**config.mk**
```make
export PLATFORM = sky130hd
export DESIGN_NAME = crt_scanline_mask_upscaler_core
export DESIGN_NICKNAME = d
export VERILOG_FILES = /design/src/rtl/crtsm_pkg.sv /design/src/rtl/crtsm_line_tracker.sv /design/src/rtl/crtsm_tile_seq.sv /design/src/rtl/crtsm_row_shader.sv /design/src/rtl/crt_scanline_mask_upscaler_core.sv
export SDC_FILE = /design/constraint.sdc
export NUM_CORES = 1
export LEC_CHECK = 0
export BUFFER_PORTS_ARGS = -buffer_cell sky130_fd_sc_hd__buf_4
export CELL_PAD_IN_SITES_DETAIL_PLACEMENT = 1
export CELL_PAD_IN_SITES_GLOBAL_PLACEMENT = 2
export CORE_MARGIN = 2
export CORE_UTILIZATION = 42
export CTS_CLUSTER_DIAMETER = 50
export DETAILED_ROUTE_END_ITERATION = 16
export GPL_ROUTABILITY_DRIVEN = 0
export PLACE_DENSITY = 0.91
export SLEW_MARGIN = 20
export SYNTH_ARGS = -nofsm -noshare
export SYNTH_HDL_FRONTEND = slang
export SYNTH_HIERARCHICAL = 1
export SYNTH_SLANG_ARGS = --single-unit
```
**constraint.sdc**
```tcl
create_clock -name clock -period 11.6 [get_ports clock]
set_clock_uncertainty 0.05 [all_clocks]
set_input_delay 2.32 -clock clock [delete_from_list [all_inputs] [get_ports clock]]
set_output_delay 2.32 -clock clock [all_outputs]
set_load 0.05 [all_outputs]
```
**src/rtl/crtsm_pkg.sv**
```systemverilog
package crtsm_pkg;

   // Geometry of one tile and of one pixel.
   localparam int SCALE = 4;
   localparam int CHAN_W = 8;
   localparam int CHANNELS = 3;
   localparam int PIX_W = CHAN_W * CHANNELS;
   localparam int ROW_W = 2;
   localparam int PHASE_W = 2;

   localparam logic [ROW_W-1:0] ROW_FIRST = ROW_W'(0);
   localparam logic [ROW_W-1:0] ROW_LAST = ROW_W'(SCALE - 1);

   // Column phases of the phosphor mask.
   localparam logic [PHASE_W-1:0] PHASE_0 = 2'd0;
   localparam logic [PHASE_W-1:0] PHASE_1 = 2'd1;
   localparam logic [PHASE_W-1:0] PHASE_2 = 2'd2;

   // Phosphor colour selectors.
   localparam logic [1:0] PHOS_R = 2'd0;
   localparam logic [1:0] PHOS_G = 2'd1;
   localparam logic [1:0] PHOS_B = 2'd2;

   // Tile row codes.
   localparam logic [ROW_W-1:0] ROW_UPPER = 2'd0;
   localparam logic [ROW_W-1:0] ROW_BRIGHT = 2'd1;
   localparam logic [ROW_W-1:0] ROW_LOWER = 2'd2;

   typedef logic [PIX_W-1:0] pixel_type;
   typedef logic [CHAN_W-1:0] chan_type;

   // One tile to be drawn: neighborhood, column phase and line-end mark.
   typedef struct packed {
      pixel_type left;
      pixel_type centre;
      pixel_type right;
      logic [PHASE_W-1:0] phase;
      logic last;
   } job_type;

   // Up to two tiles caused by one input transaction, in output order.
   typedef struct packed {
      job_type job0;
      job_type job1;
      logic valid0;
      logic valid1;
   } item_type;

   // One tile row request for the row shader.
   typedef struct packed {
      job_type job;
      logic [ROW_W-1:0] row;
   } row_req_type;

   // One finished tile row.
   typedef struct packed {
      logic [ROW_W-1:0] row;
      pixel_type px0;
      pixel_type px1;
      pixel_type px2;
      pixel_type px3;
      logic tile_done;
      logic line_done;
   } row_out_type;

   // Horizontal blur per channel: (left + 6*centre + right) >> 3.
   function automatic pixel_type blur(pixel_type l, pixel_type c, pixel_type r);
      logic [CHAN_W+2:0] sum;
      pixel_type res;
      res = '0;
      for (int ch = 0; ch < CHANNELS; ch++) begin
         sum = (CHAN_W+3)'(l[ch*CHAN_W +: CHAN_W])
             + (CHAN_W+3)'(c[ch*CHAN_W +: CHAN_W]) * (CHAN_W+3)'(6)
             + (CHAN_W+3)'(r[ch*CHAN_W +: CHAN_W]);
         res[ch*CHAN_W +: CHAN_W] = sum[CHAN_W+2:3];
      end
      return res;
   endfunction

   // Dim each channel by 27/32.
   function automatic pixel_type dim(pixel_type v);
      chan_type c;
      pixel_type res;
      res = '0;
      for (int ch = 0; ch < CHANNELS; ch++) begin
         c = v[ch*CHAN_W +: CHAN_W];
         res[ch*CHAN_W +: CHAN_W] = c - (c >> 3) - (c >> 5);
      end
      return res;
   endfunction

   // Scanline weight of a tile row: 7/8, 1, 15/16 and 11/16.
   function automatic pixel_type scale_row(pixel_type v, logic [ROW_W-1:0] row);
      chan_type c;
      chan_type s;
      pixel_type res;
      res = '0;
      for (int ch = 0; ch < CHANNELS; ch++) begin
         c = v[ch*CHAN_W +: CHAN_W];
         case (row)
            ROW_UPPER: s = c - (c >> 3);
            ROW_BRIGHT: s = c;
            ROW_LOWER: s = c - (c >> 4);
            default: s = c - (c >> 2) - (c >> 4);
         endcase
         res[ch*CHAN_W +: CHAN_W] = s;
      end
      return res;
   endfunction

   // Phosphor colour of a tile column: (phase + column) mod 3.
   function automatic logic [1:0] phos_pick(logic [PHASE_W-1:0] phase, logic [1:0] col);
      logic [2:0] sum;
      logic [1:0] res;
      sum = 3'(phase) + 3'(col);
      case (sum)
         3'd0, 3'd3: res = PHOS_R;
         3'd1, 3'd4: res = PHOS_G;
         default: res = PHOS_B;
      endcase
      return res;
   endfunction

endpackage

```
**src/rtl/crtsm_line_tracker.sv**
```systemverilog
module crtsm_line_tracker (
   input  logic                clock,
   input  logic                reset,
   input  logic                accept,
   input  crtsm_pkg::pixel_type pixel,
   input  logic                line_end,
   output crtsm_pkg::item_type item,
   output logic                has_work
);

   crtsm_pkg::pixel_type left_ff, left_in;
   crtsm_pkg::pixel_type centre_ff, centre_in;
   logic pending_ff, pending_in;
   logic [crtsm_pkg::PHASE_W-1:0] phase_ff, phase_in;
   logic [crtsm_pkg::PHASE_W-1:0] phase_next;

   // Column phase of the pixel that follows the held one.
   always_comb begin
      case (phase_ff)
         crtsm_pkg::PHASE_0: phase_next = crtsm_pkg::PHASE_1;
         crtsm_pkg::PHASE_1: phase_next = crtsm_pkg::PHASE_2;
         default: phase_next = crtsm_pkg::PHASE_0;
      endcase
   end

   // The held pixel's tile goes out now that its right neighbor is known;
   // a line-end pixel's tile goes out at once.
   always_comb begin
      item.job0.left   = left_ff;
      item.job0.centre = centre_ff;
      item.job0.right  = pixel;
      item.job0.phase  = phase_ff;
      item.job0.last   = 1'b0;
      item.valid0      = pending_ff;

      item.job1.left   = pending_ff ? centre_ff : pixel;
      item.job1.centre = pixel;
      item.job1.right  = pixel;
      item.job1.phase  = pending_ff ? phase_next : crtsm_pkg::PHASE_0;
      item.job1.last   = 1'b1;
      item.valid1      = line_end;

      has_work = pending_ff | line_end;
   end

   // Neighborhood state update for each accepted transaction.
   always_comb begin
      left_in    = left_ff;
      centre_in  = centre_ff;
      pending_in = pending_ff;
      phase_in   = phase_ff;
      if (accept) begin
         left_in    = item.job1.left;
         centre_in  = pixel;
         pending_in = ~line_end;
         phase_in   = line_end ? crtsm_pkg::PHASE_0 : item.job1.phase;
      end
   end

   always_ff @(posedge clock) begin
      if (reset) begin
         left_ff    <= '0;
         centre_ff  <= '0;
         pending_ff <= 1'b0;
         phase_ff   <= crtsm_pkg::PHASE_0;
      end else begin
         left_ff    <= left_in;
         centre_ff  <= centre_in;
         pending_ff <= pending_in;
         phase_ff   <= phase_in;
      end
   end

endmodule

```
**src/rtl/crtsm_tile_seq.sv**
```systemverilog
module crtsm_tile_seq (
   input  logic                    clock,
   input  logic                    reset,
   input  logic                    load,
   input  crtsm_pkg::item_type     item,
   input  logic                    out_free,
   output logic                    busy,
   output logic                    issue,
   output logic                    done,
   output crtsm_pkg::row_req_type  req
);

   crtsm_pkg::item_type item_ff, item_in;
   logic busy_ff, busy_in;
   logic sel_ff, sel_in;
   logic [crtsm_pkg::ROW_W-1:0] row_ff, row_in;
   logic at_end;

   // A row goes out whenever the result register can take it.
   always_comb begin
      issue  = busy_ff & out_free;
      at_end = (row_ff == crtsm_pkg::ROW_LAST) & (sel_ff | ~item_ff.valid1);
      done   = issue & at_end;
      busy   = busy_ff;
      req.job = sel_ff ? item_ff.job1 : item_ff.job0;
      req.row = row_ff;
   end

   // Walk the rows of the first tile, then those of the second if present.
   always_comb begin
      item_in = item_ff;
      busy_in = busy_ff;
      sel_in  = sel_ff;
      row_in  = row_ff;
      if (load) begin
         item_in = item;
         busy_in = 1'b1;
         sel_in  = ~item.valid0;
         row_in  = crtsm_pkg::ROW_FIRST;
      end else if (issue) begin
         if (row_ff == crtsm_pkg::ROW_LAST) begin
            if (at_end) begin
               busy_in = 1'b0;
            end else begin
               sel_in = 1'b1;
               row_in = crtsm_pkg::ROW_FIRST;
            end
         end else begin
            row_in = row_ff + crtsm_pkg::ROW_W'(1);
         end
      end
   end

   always_ff @(posedge clock) begin
      item_ff <= item_in;
      if (reset) begin
         busy_ff <= 1'b0;
         sel_ff  <= 1'b0;
         row_ff  <= crtsm_pkg::ROW_FIRST;
      end else begin
         busy_ff <= busy_in;
         sel_ff  <= sel_in;
         row_ff  <= row_in;
      end
   end

endmodule

```
**src/rtl/crtsm_row_shader.sv**
```systemverilog
module crtsm_row_shader (
   input  crtsm_pkg::row_req_type req,
   input  logic                   crt_mode,
   output crtsm_pkg::row_out_type result
);

   crtsm_pkg::pixel_type colour;
   crtsm_pkg::pixel_type dimmed;
   crtsm_pkg::pixel_type phos_r, phos_g, phos_b;
   crtsm_pkg::pixel_type px [crtsm_pkg::SCALE];

   localparam int CW = crtsm_pkg::CHAN_W;

   // Blur, dim, and keep one channel bright for each phosphor colour.
   always_comb begin
      colour = crtsm_pkg::blur(req.job.left, req.job.centre, req.job.right);
      dimmed = crtsm_pkg::dim(colour);
      phos_r = {colour[3*CW-1:2*CW], dimmed[2*CW-1:0]};
      phos_g = {dimmed[3*CW-1:2*CW], colour[2*CW-1:CW], dimmed[CW-1:0]};
      phos_b = {dimmed[3*CW-1:CW], colour[CW-1:0]};
   end

   // Lay the mask over the four columns and weight the row in CRT mode, else repeat the centre.
   always_comb begin
      crtsm_pkg::pixel_type v;
      for (int col = 0; col < crtsm_pkg::SCALE; col++) begin
         case (crtsm_pkg::phos_pick(req.job.phase, 2'(col)))
            crtsm_pkg::PHOS_R: v = phos_r;
            crtsm_pkg::PHOS_G: v = phos_g;
            default: v = phos_b;
         endcase
         px[col] = crt_mode ? crtsm_pkg::scale_row(v, req.row) : req.job.centre;
      end
   end

   always_comb begin
      result.row       = req.row;
      result.px0       = px[0];
      result.px1       = px[1];
      result.px2       = px[2];
      result.px3       = px[3];
      result.tile_done = (req.row == crtsm_pkg::ROW_LAST);
      result.line_done = (req.row == crtsm_pkg::ROW_LAST) & req.job.last;
   end

endmodule

```
**src/rtl/crt_scanline_mask_upscaler_core.sv**
```systemverilog
// 4x upscaler with optional CRT look (blur, phosphor mask, scanlines).
//
// Source pixels enter on the req_ channel, left to right, with
// req_line_end on the last pixel of each line. Every pixel becomes a 4x4
// tile that leaves on the rsp_ channel as four transactions, tile rows 0
// to 3, each carrying four output pixels. A pixel's tile needs its right
// neighbor, so it leaves after the next pixel of the line arrives; the
// tile of a line-end pixel follows right behind it.
// The csr_ channel writes crt_mode (0 nearest, 1 CRT); write it only while
// no tile rows are outstanding. csr_ready is always high.
// A tile's first row passes the sequencer's item register, then the result
// register, after the req_ transaction that releases it. Throughput: one
// tile row per cycle unless stalled; a line end that also releases the held
// pixel gives two tiles. The row sequencer and the one result register set
// this rate. A new pixel is taken during the last row of the previous one.
// When rsp_ready is low the result register holds its row and the sequencer
// stalls; req_ready drops once the current pixel's rows are not all out.
// Reset clears the held pixel, the line position and crt_mode, and empties
// the result register.
module crt_scanline_mask_upscaler_core (
   input  logic                 clock,
   input  logic                 reset,
   input  logic                 req_valid,
   output logic                 req_ready,
   input  logic [23:0]          req_pixel_rgb,
   input  logic                 req_line_end,
   output logic                 rsp_valid,
   input  logic                 rsp_ready,
   output logic [1:0]           rsp_tile_row,
   output logic [23:0]          rsp_sub_pixel0,
   output logic [23:0]          rsp_sub_pixel1,
   output logic [23:0]          rsp_sub_pixel2,
   output logic [23:0]          rsp_sub_pixel3,
   output logic                 rsp_tile_done,
   output logic                 rsp_line_done,
   input  logic                 csr_valid,
   output logic                 csr_ready,
   input  logic                 csr_crt_mode
);

   crtsm_pkg::item_type item;
   crtsm_pkg::row_req_type row_req;
   crtsm_pkg::row_out_type row_out;
   crtsm_pkg::row_out_type rsp_ff, rsp_in;
   logic rsp_valid_ff, rsp_valid_in;
   logic mode_ff, mode_in;
   logic has_work, busy, issue, done, out_free, req_accept;

   // Handshakes.
   always_comb begin
      out_free   = ~rsp_valid_ff | rsp_ready;
      req_ready  = ~busy | done;
      req_accept = req_valid & req_ready;
      csr_ready  = 1'b1;
   end

   crtsm_line_tracker u_tracker (
      .clock    (clock),
      .reset    (reset),
      .accept   (req_accept),
      .pixel    (req_pixel_rgb),
      .line_end (req_line_end),
      .item     (item),
      .has_work (has_work)
   );

   crtsm_tile_seq u_seq (
      .clock    (clock),
      .reset    (reset),
      .load     (req_accept & has_work),
      .item     (item),
      .out_free (out_free),
      .busy     (busy),
      .issue    (issue),
      .done     (done),
      .req      (row_req)
   );

   crtsm_row_shader u_shader (
      .req      (row_req),
      .crt_mode (mode_ff),
      .result   (row_out)
   );

   // Mode register and result register.
   always_comb begin
      mode_in      = (csr_valid & csr_ready) ? csr_crt_mode : mode_ff;
      rsp_in       = issue ? row_out : rsp_ff;
      rsp_valid_in = issue | (rsp_valid_ff & ~rsp_ready);
   end

   always_ff @(posedge clock) begin
      rsp_ff <= rsp_in;
      if (reset) begin
         mode_ff      <= 1'b0;
         rsp_valid_ff <= 1'b0;
      end else begin
         mode_ff      <= mode_in;
         rsp_valid_ff <= rsp_valid_in;
      end
   end

   always_comb begin
      rsp_valid      = rsp_valid_ff;
      rsp_tile_row   = rsp_ff.row;
      rsp_sub_pixel0 = rsp_ff.px0;
      rsp_sub_pixel1 = rsp_ff.px1;
      rsp_sub_pixel2 = rsp_ff.px2;
      rsp_sub_pixel3 = rsp_ff.px3;
      rsp_tile_done  = rsp_ff.tile_done;
      rsp_line_done  = rsp_ff.line_done;
   end

endmodule

```
==> flow_summary.ini <==
[synth]
synth_ff_type = edfxtp_1
synth_compound_area_share_pct = 17.3
synth-seq-cells = 308
synthMuxAreaShare_pct = 8.64
netlist_area_mm2 = 0.0269
async_reset_ff_share_pct = 0
synth_top_family_by_area = adder cells
synth-xor-area-share_pct = 5.84
synth_edf_count = 251
ys_types = 109
synth_warnings = 6
yosys.area.top_type = edfxtp_1
synth.avg_cell_area_um2 = 9.96
syn_nets = 3072
synth_top_area_share_pct = 28.0
netlist_instances = 2698
yosys.area_share.simple_pct = 8.61
ys_seq_area_share_pct = 32.3
synth_top_cells_by_area = edfxtp_1 (28%), ha_1 (12%), fa_1 (7.0%)
synth_fa_ha_area_share_pct = 18.6

[drt]
antenna_left = 0
viasPerCell = 5.65
drt_iter0_drc = 1540
num_vias = 20300
wl_per_cell_um = 22.1
drc = 0
routed_wl_um = 79500
firstDrtPassIters = 5

[global_route]
grt_max_degree = 84
grt_overflow = 0
grt_pass1_vias = 21700
grt_pass1_wl_um = 124000
grt_usage_pct = 23.7
antenna_found_initial = 2

[critical_path]
max_stage_delay_ps = 740
startpoint_type = flip-flop
critPathKind = flip-flop to flip-flop
critical_path.slowest_cell = buf_4
arrival_ps = 10610
cp_max_fo = 55
setup.worst_path.end_class = flip-flop
required_ps = 11870
reg2regPathDepth = 32

[min_path]
hold_depth = 0
hp-class = flip-flop to flip-flop

[clock_network]
clk_pin_slew_ps = 60
cts_tree = yes
cts_hold_buf = 0
clkLatencyLatePin_ps = 580
root_buffer = clkbuf_16
cts_htree_levels = 2
cts.sinks = 308
cts_setup_buffers = 0
cts_buffers = 41
cts.path.max_buffers = 3
cts_resized = 0

[sta]
tns_ps = 0
relSlewSlack_pct = 20.7
setup_viol = 0
rsz0062_at_grt = false
max_freq_ghz = 0.0967
finalMaxSlewViolations = 0
fin_crit_ps = 10340
finalHoldViolations = 0
post-route-period-util_pct = 89.2
worst_pin_slew_ps = 1190

[final_layout]
layout.nets = 3088
drive_gt1_share_pct = 15.6
final_cell_mix = inv_1 (321), edfxtp_1 (251), ha_1 (249)
final_common_cell = inv_1
num-fill-cells = 6983
final-seq-area_mm2 = 0.00869
multi_input_area_mm2 = 0.0159
areaGrowthSynthToFinish_pct = 9.67

[floorplan]
start_util_pct = 42.5
die_w_um = 257
ios = 134
die_area_mm2 = 0.0660
die-height_um = 257
rows = 92
core-area_mm2 = 0.0632

[placed_design]
port_buffers = 132
hpwl_um = 59200

[status]
status = finished clean

[run]
drv_cap = 0
==> flip-flops by register name (all words and copies together), names as in the netlist <==
signal,cells
mode_ff,1
rsp_line_done,1
rsp_sub_pixel0,24
rsp_sub_pixel1,24
rsp_sub_pixel2,24
rsp_sub_pixel3,24
rsp_tile_done,1
rsp_tile_row,2
rsp_valid,1
u_seq/busy,1
u_seq/item_ff,151
u_seq/row_ff,2
u_seq/sel_ff,1
u_tracker/centre_ff,24
u_tracker/left_ff,24
u_tracker/pending_ff,1
u_tracker/phase_ff,2
==> cell usage after synthesis (10+ instances only) <==
cell type / count
o21bai_1: 10
nand2b_1: 26
buf_4: 83
nor3_1: 40
o21a_1: 39
nand2_1: 155
fa_1: 94
a21o_1: 84
o21ba_2: 25
a22o_1: 13
o211ai_1: 11
a211o_1: 10
clkbuf_1: 59
nand3_1: 27
inv_1: 323
xnor2_1: 115
nor2_1: 186
a31oi_1: 20
buf_1: 14
dfxtp_1: 57
ha_1: 249
edfxtp_1: 251
mux2i_1: 80
buf_2: 13
a21oi_1: 192
o221ai_1: 29
mux2_2: 56
mux2_4: 57
a22oi_1: 10
xor2_1: 43
a211oi_1: 16
o21ai_0: 97
nor2b_1: 19
==> cell type report <==
cell class	instances	area share, %
flip-flops and latches	308	29.5
multi-input cells	1882	53.9
diodes	1	0.00849
clock buffers	51	3.82
well taps	846	3.59
clock inverters	25	1.13
repair buffers	153	3.90
inverters	328	4.19
==> per-stage QoR <==
stage                     setup slack, ps  cells  utilization, %  area [µm²]  hold slack [ps]
after floorplan                      1970   2698               -       26900              359
after global placement               1850   3517            44.3       28000              362
after detailed placement             1500   3517            44.3       28000              369
after CTS                            1330   3593            46.6       29500              385
after global routing                  764   3593            46.6       29500              398
final                                1260   3594            46.6       29500              382
==> cell families after synthesis <==
group                      after synthesis
muxes                                  195
and+or+nand+nor                        511
adders and majority gates              343
buffers and inverters                  508
xor gates and xnor gates               167
other                                    3
DFF                                    308
AOI/OAI and AO/OA                      663
==> critical path: cells and delay by family (launching register included) <==
kind / cells / cell delay, ps
buffers and inverters: 4 / 1240
flip-flops: 1 / 570
multiplexers: 1 / 400
adder cells (fa/ha/maj): 8 / 3290
AND/OR/NAND/NOR: 4 / 540
XOR/XNOR: 3 / 1270
AO/OA/AOI/OAI: 12 / 2670
==> worst paths after layout <==
path,start,end,slack (ps)
max,u_seq/sel_ff,rsp_sub_pixel2[15],1260
min,u_tracker/left_ff[5],u_seq/item_ff[133],380
max reg2reg,u_seq/sel_ff,rsp_sub_pixel2[15],1260
min reg2reg,u_tracker/left_ff[5],u_seq/item_ff[133],380
==> per-layer routing <==
| layer | up-vias | track usage [%] | share of wire [%] |
|---|---|---|---|
| met5 | - | 0 | 0.031 |
| li1 | 9470 | - | - |
| met1 | 10200 | 32.1 | 46 |
| met2 | 510 | 38.8 | 46 |
| met4 | 4 | 6.96 | 2.7 |
| met3 | 122 | 4.02 | 5.3 |
Power is not shown: default switching activity piles up to over one toggle a cycle in this logic, so the estimate is an artifact.
